==> config.mk <==
export PLATFORM = sky130hd
export DESIGN_NAME = wakeup_alarm_light_ramp
export DESIGN_NICKNAME = d
export VERILOG_FILES = /design/src/rtl/wakr_pkg.sv /design/src/rtl/wakr_regs.sv /design/src/rtl/wakr_div.sv /design/src/rtl/wakeup_alarm_light_ramp.sv
export SDC_FILE = /design/constraint.sdc
export NUM_CORES = 1
export LEC_CHECK = 0
export BUFFER_PORTS_ARGS = -buffer_cell sky130_fd_sc_hd__buf_2
export CORE_UTILIZATION = 45
export DETAILED_ROUTE_END_ITERATION = 10
export PLACE_DENSITY = 0.67
export SYNTH_ARGS = -nofsm -noshare
export SYNTH_HDL_FRONTEND = slang
export SYNTH_SLANG_ARGS = --single-unit
==> constraint.sdc <==
create_clock -name clk_i -period 11.05 [get_ports clk_i]
set_input_delay 2.21 -clock clk_i [delete_from_list [all_inputs] [get_ports clk_i]]
set_output_delay 2.21 -clock clk_i [all_outputs]
set_load 0.005 [all_outputs]
==> src/rtl/wakr_pkg.sv <==
// Shared types and constants for the sunrise alarm lamp ramp.
// No dependencies; every other file in rtl/ imports this package.
package wakr_pkg;

  // Register file geometry and reset contents.
  localparam int unsigned EntrySlots   = 8;
  localparam int unsigned EntryIdxW    = 3;
  localparam int unsigned ApbAw        = 5;
  localparam int unsigned ApbDw        = 32;
  localparam logic [31:0] Entry0Reset  = 32'h0900_0F19;

  // Defaults for the top-level parameters.
  localparam int unsigned NumAlarmsDef = 8;
  localparam int unsigned TicksPerMinDef = 120;

  // Ramp arithmetic.
  localparam logic [7:0]  LevelCap     = 8'd254;
  localparam logic [15:0] CountLimitMax = 16'hFFFE;
  localparam int unsigned NumW         = 24;
  localparam int unsigned DenW         = 16;
  localparam int unsigned DivSteps     = NumW;
  localparam int unsigned DivCntW      = $clog2(DivSteps);

  // Input beat.
  typedef struct packed {
    logic       mode;
    logic [2:0] weekday;
    logic [4:0] hour;
    logic [5:0] minute;
    logic       override;
  } wakr_in_t;

  // Result beat.
  typedef struct packed {
    logic       led_write;
    logic [7:0] level;
    logic       running;
    logic [2:0] alarm_index;
  } wakr_out_t;

  // One alarm entry as stored in a register.
  typedef struct packed {
    logic [7:0] hour;
    logic [7:0] minute;
    logic [7:0] fade;
    logic [7:0] hold;
  } wakr_entry_t;

  // Divider status back to the sequencer.
  typedef struct packed {
    logic busy;
    logic done;
  } wakr_div_sts_t;

  // Input modes.
  localparam logic ModeTime = 1'b0;
  localparam logic ModeTick = 1'b1;

endpackage

==> src/rtl/wakr_regs.sv <==
// Alarm entry registers behind an APB-style port, plus the sequencer read port.
// Depends on wakr_pkg.
module wakr_regs (
  input  logic                                  clk_i,
  input  logic                                  rst_ni,
  input  logic                                  psel,
  input  logic                                  penable,
  input  logic                                  pwrite,
  input  logic [wakr_pkg::ApbAw-1:0]            paddr,
  input  logic [wakr_pkg::ApbDw-1:0]            pwdata,
  output logic [wakr_pkg::ApbDw-1:0]            prdata,
  output logic                                  pready,
  input  logic [wakr_pkg::EntryIdxW-1:0]        rd_idx_i,
  output wakr_pkg::wakr_entry_t                 rd_entry_o
);
  import wakr_pkg::*;

  logic [ApbDw-1:0]     entries_q [EntrySlots];
  logic [EntryIdxW-1:0] wr_idx;
  logic                 wr_en;

  // Word address selects the entry; the low two bits are byte offsets.
  assign wr_idx = paddr[ApbAw-1:2];
  assign wr_en  = psel && penable && pwrite;
  assign pready = 1'b1;

  // Register writes in the access phase.
  always_ff @(posedge clk_i or negedge rst_ni) begin
    if (!rst_ni) begin
      for (int i = 0; i < EntrySlots; i++) begin
        entries_q[i] <= (i == 0) ? Entry0Reset : '0;
      end
    end else if (wr_en) begin
      entries_q[wr_idx] <= pwdata;
    end
  end

  // Bus read and sequencer read.
  assign prdata     = entries_q[wr_idx];
  assign rd_entry_o = wakr_entry_t'(entries_q[rd_idx_i]);

endmodule

==> src/rtl/wakr_div.sv <==
// Restoring radix-2 divider, one quotient bit per cycle.
// Depends on wakr_pkg.
module wakr_div (
  input  logic                        clk_i,
  input  logic                        rst_ni,
  input  logic                        start_i,
  input  logic [wakr_pkg::NumW-1:0]   num_i,
  input  logic [wakr_pkg::DenW-1:0]   den_i,
  output wakr_pkg::wakr_div_sts_t     sts_o,
  output logic [wakr_pkg::NumW-1:0]   quot_o
);
  import wakr_pkg::*;

  logic               busy_q, busy_d;
  logic               done_q, done_d;
  logic [DivCntW-1:0] cnt_q, cnt_d;
  logic [DenW-1:0]    rem_q, rem_d;
  logic [DenW-1:0]    den_q, den_d;
  logic [NumW-1:0]    quo_q, quo_d;
  logic [DenW:0]      trial;
  logic               ge;

  // Shift the next numerator bit into the partial remainder and compare.
  assign trial = {rem_q, quo_q[NumW-1]};
  assign ge    = trial >= {1'b0, den_q};

  always_comb begin
    busy_d = busy_q;
    done_d = 1'b0;
    cnt_d  = cnt_q;
    rem_d  = rem_q;
    den_d  = den_q;
    quo_d  = quo_q;
    if (start_i && !busy_q) begin
      busy_d = 1'b1;
      cnt_d  = '0;
      rem_d  = '0;
      den_d  = den_i;
      quo_d  = num_i;
    end else if (busy_q) begin
      rem_d = ge ? DenW'(trial - {1'b0, den_q}) : trial[DenW-1:0];
      quo_d = {quo_q[NumW-2:0], ge};
      cnt_d = DivCntW'(cnt_q + 1'b1);
      if (cnt_q == DivCntW'(DivSteps - 1)) begin
        busy_d = 1'b0;
        done_d = 1'b1;
      end
    end
  end

  // Control state.
  always_ff @(posedge clk_i or negedge rst_ni) begin
    if (!rst_ni) begin
      busy_q <= 1'b0;
      done_q <= 1'b0;
      cnt_q  <= '0;
    end else begin
      busy_q <= busy_d;
      done_q <= done_d;
      cnt_q  <= cnt_d;
    end
  end

  // Datapath.
  always_ff @(posedge clk_i) begin
    rem_q <= rem_d;
    den_q <= den_d;
    quo_q <= quo_d;
  end

  assign sts_o.busy = busy_q;
  assign sts_o.done = done_q;
  assign quot_o     = quo_q;

endmodule

==> src/rtl/wakeup_alarm_light_ramp.sv <==
// Top level of the sunrise alarm lamp ramp: sequencer, state and output register.
// Depends on wakr_pkg, wakr_regs and wakr_div.
//
// One beat is in work at a time; in_stall_o is low only while the sequencer
// is idle, and a finished result waits in the output register so the next
// beat can be taken while it is still stalled. A time beat that cannot start
// a run goes straight to the result; otherwise the scan walks the entries in
// order up to NUM_ALARMS and stops at the first match. A tick beat outside a
// run goes straight to the result; a tick in a run passes prepare and check,
// where a tick that ends the run or saturates the level stops; a rising ramp
// tick uses the 24-step divider: floor(255 * count / (fade * TICKS_PER_MINUTE)).
module wakeup_alarm_light_ramp #(
  parameter int unsigned NUM_ALARMS       = wakr_pkg::NumAlarmsDef,
  parameter int unsigned TICKS_PER_MINUTE = wakr_pkg::TicksPerMinDef
) (
  input  logic                          clk_i,
  input  logic                          rst_ni,
  input  logic                          in_valid_i,
  output logic                          in_stall_o,
  input  wakr_pkg::wakr_in_t            in_data_i,
  output logic                          out_valid_o,
  input  logic                          out_stall_i,
  output wakr_pkg::wakr_out_t           out_data_o,
  input  logic                          psel,
  input  logic                          penable,
  input  logic                          pwrite,
  input  logic [wakr_pkg::ApbAw-1:0]    paddr,
  input  logic [wakr_pkg::ApbDw-1:0]    pwdata,
  output logic [wakr_pkg::ApbDw-1:0]    prdata,
  output logic                          pready
);
  import wakr_pkg::*;

  localparam logic [7:0]           TpmW     = 8'(TICKS_PER_MINUTE);
  localparam logic [EntryIdxW-1:0] LastIdx  = EntryIdxW'(NUM_ALARMS - 1);

  typedef enum logic [5:0] {
    ST_IDLE  = 6'b000001,
    ST_SCAN  = 6'b000010,
    ST_PREP  = 6'b000100,
    ST_CHECK = 6'b001000,
    ST_DIV   = 6'b010000,
    ST_DONE  = 6'b100000
  } wakr_state_e;

  wakr_state_e          state_q, state_d;
  wakr_in_t             item_q, item_d;
  logic [EntryIdxW-1:0] idx_q, idx_d;
  logic                 run_q, run_d;
  logic [EntryIdxW-1:0] active_q, active_d;
  logic [15:0]          count_q, count_d;
  logic [DenW-1:0]      den_q, den_d;
  logic [15:0]          limit_q, limit_d;
  logic                 disabled_q, disabled_d;
  logic                 led_q, led_d;
  logic [7:0]           level_q, level_d;
  logic                 out_valid_q, out_valid_d;
  wakr_out_t            out_q, out_d;

  logic [EntryIdxW-1:0] rd_idx;
  wakr_entry_t          entry;
  logic                 entry_on;
  logic                 entry_hit;
  logic [16:0]          limit_full;
  logic                 div_start;
  logic [NumW-1:0]      div_num;
  logic [NumW-1:0]      div_quot;
  wakr_div_sts_t        div_sts;

  // Alarm table.
  wakr_regs u_regs (
    .clk_i      (clk_i),
    .rst_ni     (rst_ni),
    .psel       (psel),
    .penable    (penable),
    .pwrite     (pwrite),
    .paddr      (paddr),
    .pwdata     (pwdata),
    .prdata     (prdata),
    .pready     (pready),
    .rd_idx_i   (rd_idx),
    .rd_entry_o (entry)
  );

  // Serial divider.
  wakr_div u_div (
    .clk_i   (clk_i),
    .rst_ni  (rst_ni),
    .start_i (div_start),
    .num_i   (div_num),
    .den_i   (den_q),
    .sts_o   (div_sts),
    .quot_o  (div_quot)
  );

  // The scan walks the table; everything else reads the running entry.
  assign rd_idx    = (state_q == ST_SCAN) ? idx_q : active_q;
  assign entry_on  = (entry.hour != 8'd0) || (entry.minute != 8'd0);
  assign entry_hit = entry_on && (entry.hour == {3'b000, item_q.hour})
                     && (entry.minute == {2'b00, item_q.minute});
  assign limit_full = 17'(({1'b0, entry.fade} + {1'b0, entry.hold}) * TpmW);

  // 255 * count as a shift and subtract.
  assign div_num = {count_q, 8'h00} - NumW'(count_q);

  // Sequencer.
  always_comb begin
    state_d     = state_q;
    item_d      = item_q;
    idx_d       = idx_q;
    run_d       = run_q;
    active_d    = active_q;
    count_d     = count_q;
    den_d       = den_q;
    limit_d     = limit_q;
    disabled_d  = disabled_q;
    led_d       = led_q;
    level_d     = level_q;
    out_d       = out_q;
    out_valid_d = out_valid_q && out_stall_i;
    div_start   = 1'b0;
    case (state_q)
      ST_IDLE: begin
        if (in_valid_i) begin
          item_d  = in_data_i;
          idx_d   = '0;
          led_d   = 1'b0;
          level_d = 8'd0;
          if (in_data_i.mode == ModeTime) begin
            if (!in_data_i.override && !run_q && (in_data_i.weekday >= 3'd1)
                && (in_data_i.weekday <= 3'd5)) begin
              state_d = ST_SCAN;
            end else begin
              state_d = ST_DONE;
            end
          end else if (run_q) begin
            state_d = ST_PREP;
          end else begin
            state_d = ST_DONE;
          end
        end
      end
      ST_SCAN: begin
        if (entry_hit) begin
          run_d    = 1'b1;
          active_d = idx_q;
          count_d  = '0;
          state_d  = ST_DONE;
        end else if (idx_q == LastIdx) begin
          state_d = ST_DONE;
        end else begin
          idx_d = EntryIdxW'(idx_q + 1'b1);
        end
      end
      ST_PREP: begin
        den_d      = DenW'(entry.fade * TpmW);
        limit_d    = (limit_full > {1'b0, CountLimitMax}) ? CountLimitMax
                                                          : limit_full[15:0];
        disabled_d = !entry_on;
        state_d    = ST_CHECK;
      end
      ST_CHECK: begin
        led_d = 1'b1;
        if (disabled_q || (count_q > limit_q)) begin
          level_d = 8'd0;
          count_d = '0;
          run_d   = 1'b0;
          state_d = ST_DONE;
        end else if ((den_q == '0) || (count_q >= den_q)) begin
          level_d = LevelCap;
          count_d = 16'(count_q + 1'b1);
          state_d = ST_DONE;
        end else begin
          div_start = 1'b1;
          state_d   = ST_DIV;
        end
      end
      ST_DIV: begin
        // Here count < den, so the quotient is below 255 and fits a byte.
        if (div_sts.done) begin
          level_d = div_quot[7:0];
          count_d = 16'(count_q + 1'b1);
          state_d = ST_DONE;
        end
      end
      ST_DONE: begin
        if (!out_valid_q || !out_stall_i) begin
          out_d.led_write   = led_q;
          out_d.level       = level_q;
          out_d.running     = run_q;
          out_d.alarm_index = active_q;
          out_valid_d       = 1'b1;
          state_d           = ST_IDLE;
        end
      end
      default: begin
        state_d = ST_IDLE;
      end
    endcase
  end

  // Control state.
  always_ff @(posedge clk_i or negedge rst_ni) begin
    if (!rst_ni) begin
      state_q     <= ST_IDLE;
      run_q       <= 1'b0;
      active_q    <= '0;
      count_q     <= '0;
      out_valid_q <= 1'b0;
      idx_q       <= '0;
    end else begin
      state_q     <= state_d;
      run_q       <= run_d;
      active_q    <= active_d;
      count_q     <= count_d;
      out_valid_q <= out_valid_d;
      idx_q       <= idx_d;
    end
  end

  // Working registers and the result beat.
  always_ff @(posedge clk_i) begin
    item_q     <= item_d;
    den_q      <= den_d;
    limit_q    <= limit_d;
    disabled_q <= disabled_d;
    led_q      <= led_d;
    level_q    <= level_d;
    out_q      <= out_d;
  end

  assign in_stall_o  = (state_q != ST_IDLE);
  assign out_valid_o = out_valid_q;
  assign out_data_o  = out_q;

  // The tick count only moves during a run.
  a_count_idle: assert property (@(posedge clk_i) disable iff (!rst_ni)
    !run_q |-> (count_q == '0))
    else $error("tick count nonzero while no run is active");

  // A result beat never carries a full-scale level.
  a_level_cap: assert property (@(posedge clk_i) disable iff (!rst_ni)
    out_valid_o |-> (out_data_o.level <= LevelCap))
    else $error("level above cap");

  // A beat that does not drive the lamp carries level zero.
  a_quiet_level: assert property (@(posedge clk_i) disable iff (!rst_ni)
    (out_valid_o && !out_data_o.led_write) |-> (out_data_o.level == 8'd0))
    else $error("nonzero level without lamp write");

  // The divider only works while the sequencer waits for it.
  a_div_owned: assert property (@(posedge clk_i) disable iff (!rst_ni)
    div_sts.busy |-> (state_q == ST_DIV))
    else $error("divider busy outside its wait state");

endmodule

==> impl_metrics.tcl <==
set metrics [dict create \
    globalRoute.totalOverflow 0 \
    layout.core_utilization_pct 51.09 \
    crit_path_max_incr_delay_ps 780 \
    yosysSeqAreaShare_pct 45.59 \
    cts-root-to-sink-buffers 3 \
    buffers_inverters_on_critical_path 6 \
    clk_pin_slew_ps 70 \
    most_frequent_cell_after_synthesis "dfrtp_1" \
    finalWeightedCongestion 0.8586 \
    detailed_placement_hpwl_um 38920 \
    mappedNetlistArea_sq_um 23070 \
    grt_antenna_before_repair 6 \
    die_area_sq_um 52170 \
    die_height_um 228.4 \
    max_slew.worst_pin.slew_ps 1152 \
    number_of_global_route_vias_before_repair 17670 \
    port_buffers 104 \
    synth_largest_area_cell "dfrtp_1" \
    syn-instance-count 2134 \
    worstSetupStartpointType "register" \
    min_hold_slack_ps 415.1 \
    fmaxAchievable_mhz 125.5 \
    final.period_utilization_pct 72.11 \
    viasPerCell 5.990 \
    initial_core_util_pct 45.79 \
    detail_route.first_pass.iterations 5 \
    routed_wl_um 61670 \
    period_minus_ws_final_ps 7968 \
    hp-class "register to register" \
    rsz0062_at_grt "false" \
    totalNegativeSetupSlack_ps 0 \
    floorplan.io_pins 108 \
    irDropWorstVdd_mv 0.1801 \
    worst_path_arrival_ps 8310 \
    first_pass_grt_wire_length_um 97460 \
    max_slew_margin_pct 23.17 \
    timing.critical_path.max_delay_family "compound AO/OA/AOI/OAI gates" \
    clock_tree.htree_level_count 2 \
    postSynthNetCount 2313 \
    die_w_um 228.4 \
    clkLatencyLatePin_ps 600 \
    synth.top_cells.by_count "dfrtp_1, mux2_2, nand2_1" \
    run_status "finished clean" \
    synthesis_to_layout_area_growth_pct 11.56 \
    synth_top_area_share_pct 30.70 \
    critical_path.slowest_cell "o21ai_0" \
    numCtsBuffers 44 \
    cts_hold_buffers 0 \
    power.static_leakage_nw 11.06 \
    dr.first_iter.drc_count 1610 \
    ys_dominant_reg_cell "dfrtp_1" \
    timing_hold_violations_final 0 \
    postSynth.asyncResetShare_pct 72.52 \
    netlist_top_cells_area "dfrtp_1, mux2_2, edfxtp_1" \
    synth_cell_type_count 83 \
    power_density_over_the_cells_nw_per_um2 204.6 \
    cp_data_required_time_ps 11390 \
    fill_cells 4415 \
    routed-via-count 17410 \
    gr_util_all_layers_pct 23.62 \
    clock-root-buffer "clkbuf_16" \
    critical_path_peak_fanout 34 \
    wire_per_inst_um 21.21 \
    cts_resized 0 \
    maximum_number_of_pins_on_one_net_before_global_route_repair 191 \
    power.total_mw 5.265 \
    fin_nets 2377 \
    setup.worst_path.class "register to register" \
    cts_num_sinks 404 \
    critical_path.endpoint_type "register" \
    count_of_endpoints_failing_setup_in_the_final_report 0 \
    maxCapViolations 0 \
    synth-edff-count 95 \
    placeableCoreArea_sq_um 50380 \
    fin_ws_ps 3082 \
    number_of_synthesis_warnings 0 \
    antenna_left 0 \
    cts_setup_buffers 0 \
    post-route-drc-count 0 \
    skew_ps 18.56 \
    timing.final.max_slew_violations 0 \
    syn_avg_cell_area_sq_um 10.81 \
    drive_above_1_share_pct 23.24 \
    num_rows 82 \
    yosys_register_bits 404 \
    place_ws_ps 3158 \
    tritoncts "done" \
]
-- state kept, by name (all words and copies together), names as in the netlist --
name and cells:
u_div.quot_o 24, disabled_q 1, out_valid_o 1, u_div.rem_q 16
limit_q 13, den_q 12, u_div.den_q 12, u_div.done_q 1
run_q 1, count_q 16, led_q 1, u_div.busy_q 1
u_div.cnt_q 5, item_q 11, out_data_o 13, level_q 8
idx_q 3, active_q 3, state_q 6, u_regs.entries_q 256
-- routing by layer --
layer	part of all wire [%]	GRT usage [%]	up-vias
li1	-	-	7911
met1	43	31.42	8605
met2	46	37.28	715
met3	7.5	4.491	176
met4	3.9	10.97	6
met5	0.055	0	-
-- stage by stage --
step           instance area, sq um  cells
6_report                      25730   2907
3_5_place_dp                  24310   2824
3_3_place_gp                  24310   2824
4_1_cts                       25730   2905
5_1_grt                       25730   2906
2_1_floorplan                 23070   2134
-- kinds of logic after synthesis --
group                    Yosys count  synth area share (%)
buffers and inverters            243                 4.138
flip-flops                       404                 45.59
adder cells (fa/ha/maj)          119                 7.366
other                              1               0.01626
AO/OA/AOI/OAI                    380                 11.54
AND/OR/NAND/NOR                  580                 12.10
XOR/XNOR                          65                 2.468
multiplexers                     342                 16.78
-- layout make-up --
class / count / area [sq um] / share of cell area, %
clock buffers: 62 / 1219 / 4.736
repair buffers: 137 / 790.8 / 3.073
multi-input cells: 1487 / 11700 / 45.44
clock inverters: 19 / 201.4 / 0.7828
flip-flops and latches: 404 / 10520 / 40.87
diodes: 2 / 5.005 / 0.01945
inverters: 124 / 465.4 / 1.809
well taps: 672 / 840.8 / 3.267
-- path summary, 6_finish.rpt --
| check | from | slack (ps) | cells after the start | to |
|---|---|---|---|---|
| setup / recovery | state_q[2] | 3080 | 29 | limit_q[15] |
| setup reg to reg | state_q[2] | 3080 | 29 | limit_q[15] |
| max in group asynchronous | rst_ni | 7820 | 2 | u_regs.entries_q[70] |
| hold reg to reg | level_q[1] | 420 | 0 | out_data_o[5] |
| hold / removal | level_q[1] | 420 | 0 | out_data_o[5] |
| min in group asynchronous | rst_ni | 1680 | 1 | state_q[4] |
-- power by group --
part / internal [mW] / switching, mW
sequential: 1.87 / 0.181
combinational: 0.843 / 0.904
clock: 0.845 / 0.627
total: 3.55 / 1.71
-- layout by cell type, fill, tap and decap left out, drive strengths merged, types with 45 or more instances in the layout --
cell type	instances
a21oi	46
a22oi	128
buf	137
clkbuf	62
dfrtp	283
edfxtp	95
ha	91
inv	126
mux2	265
mux2i	68
nand2	235
nand3	95
nand4	45
nor2	72
o21ai	77
xnor2	49
No activity file was read; power rests on OpenSTA's default activity.
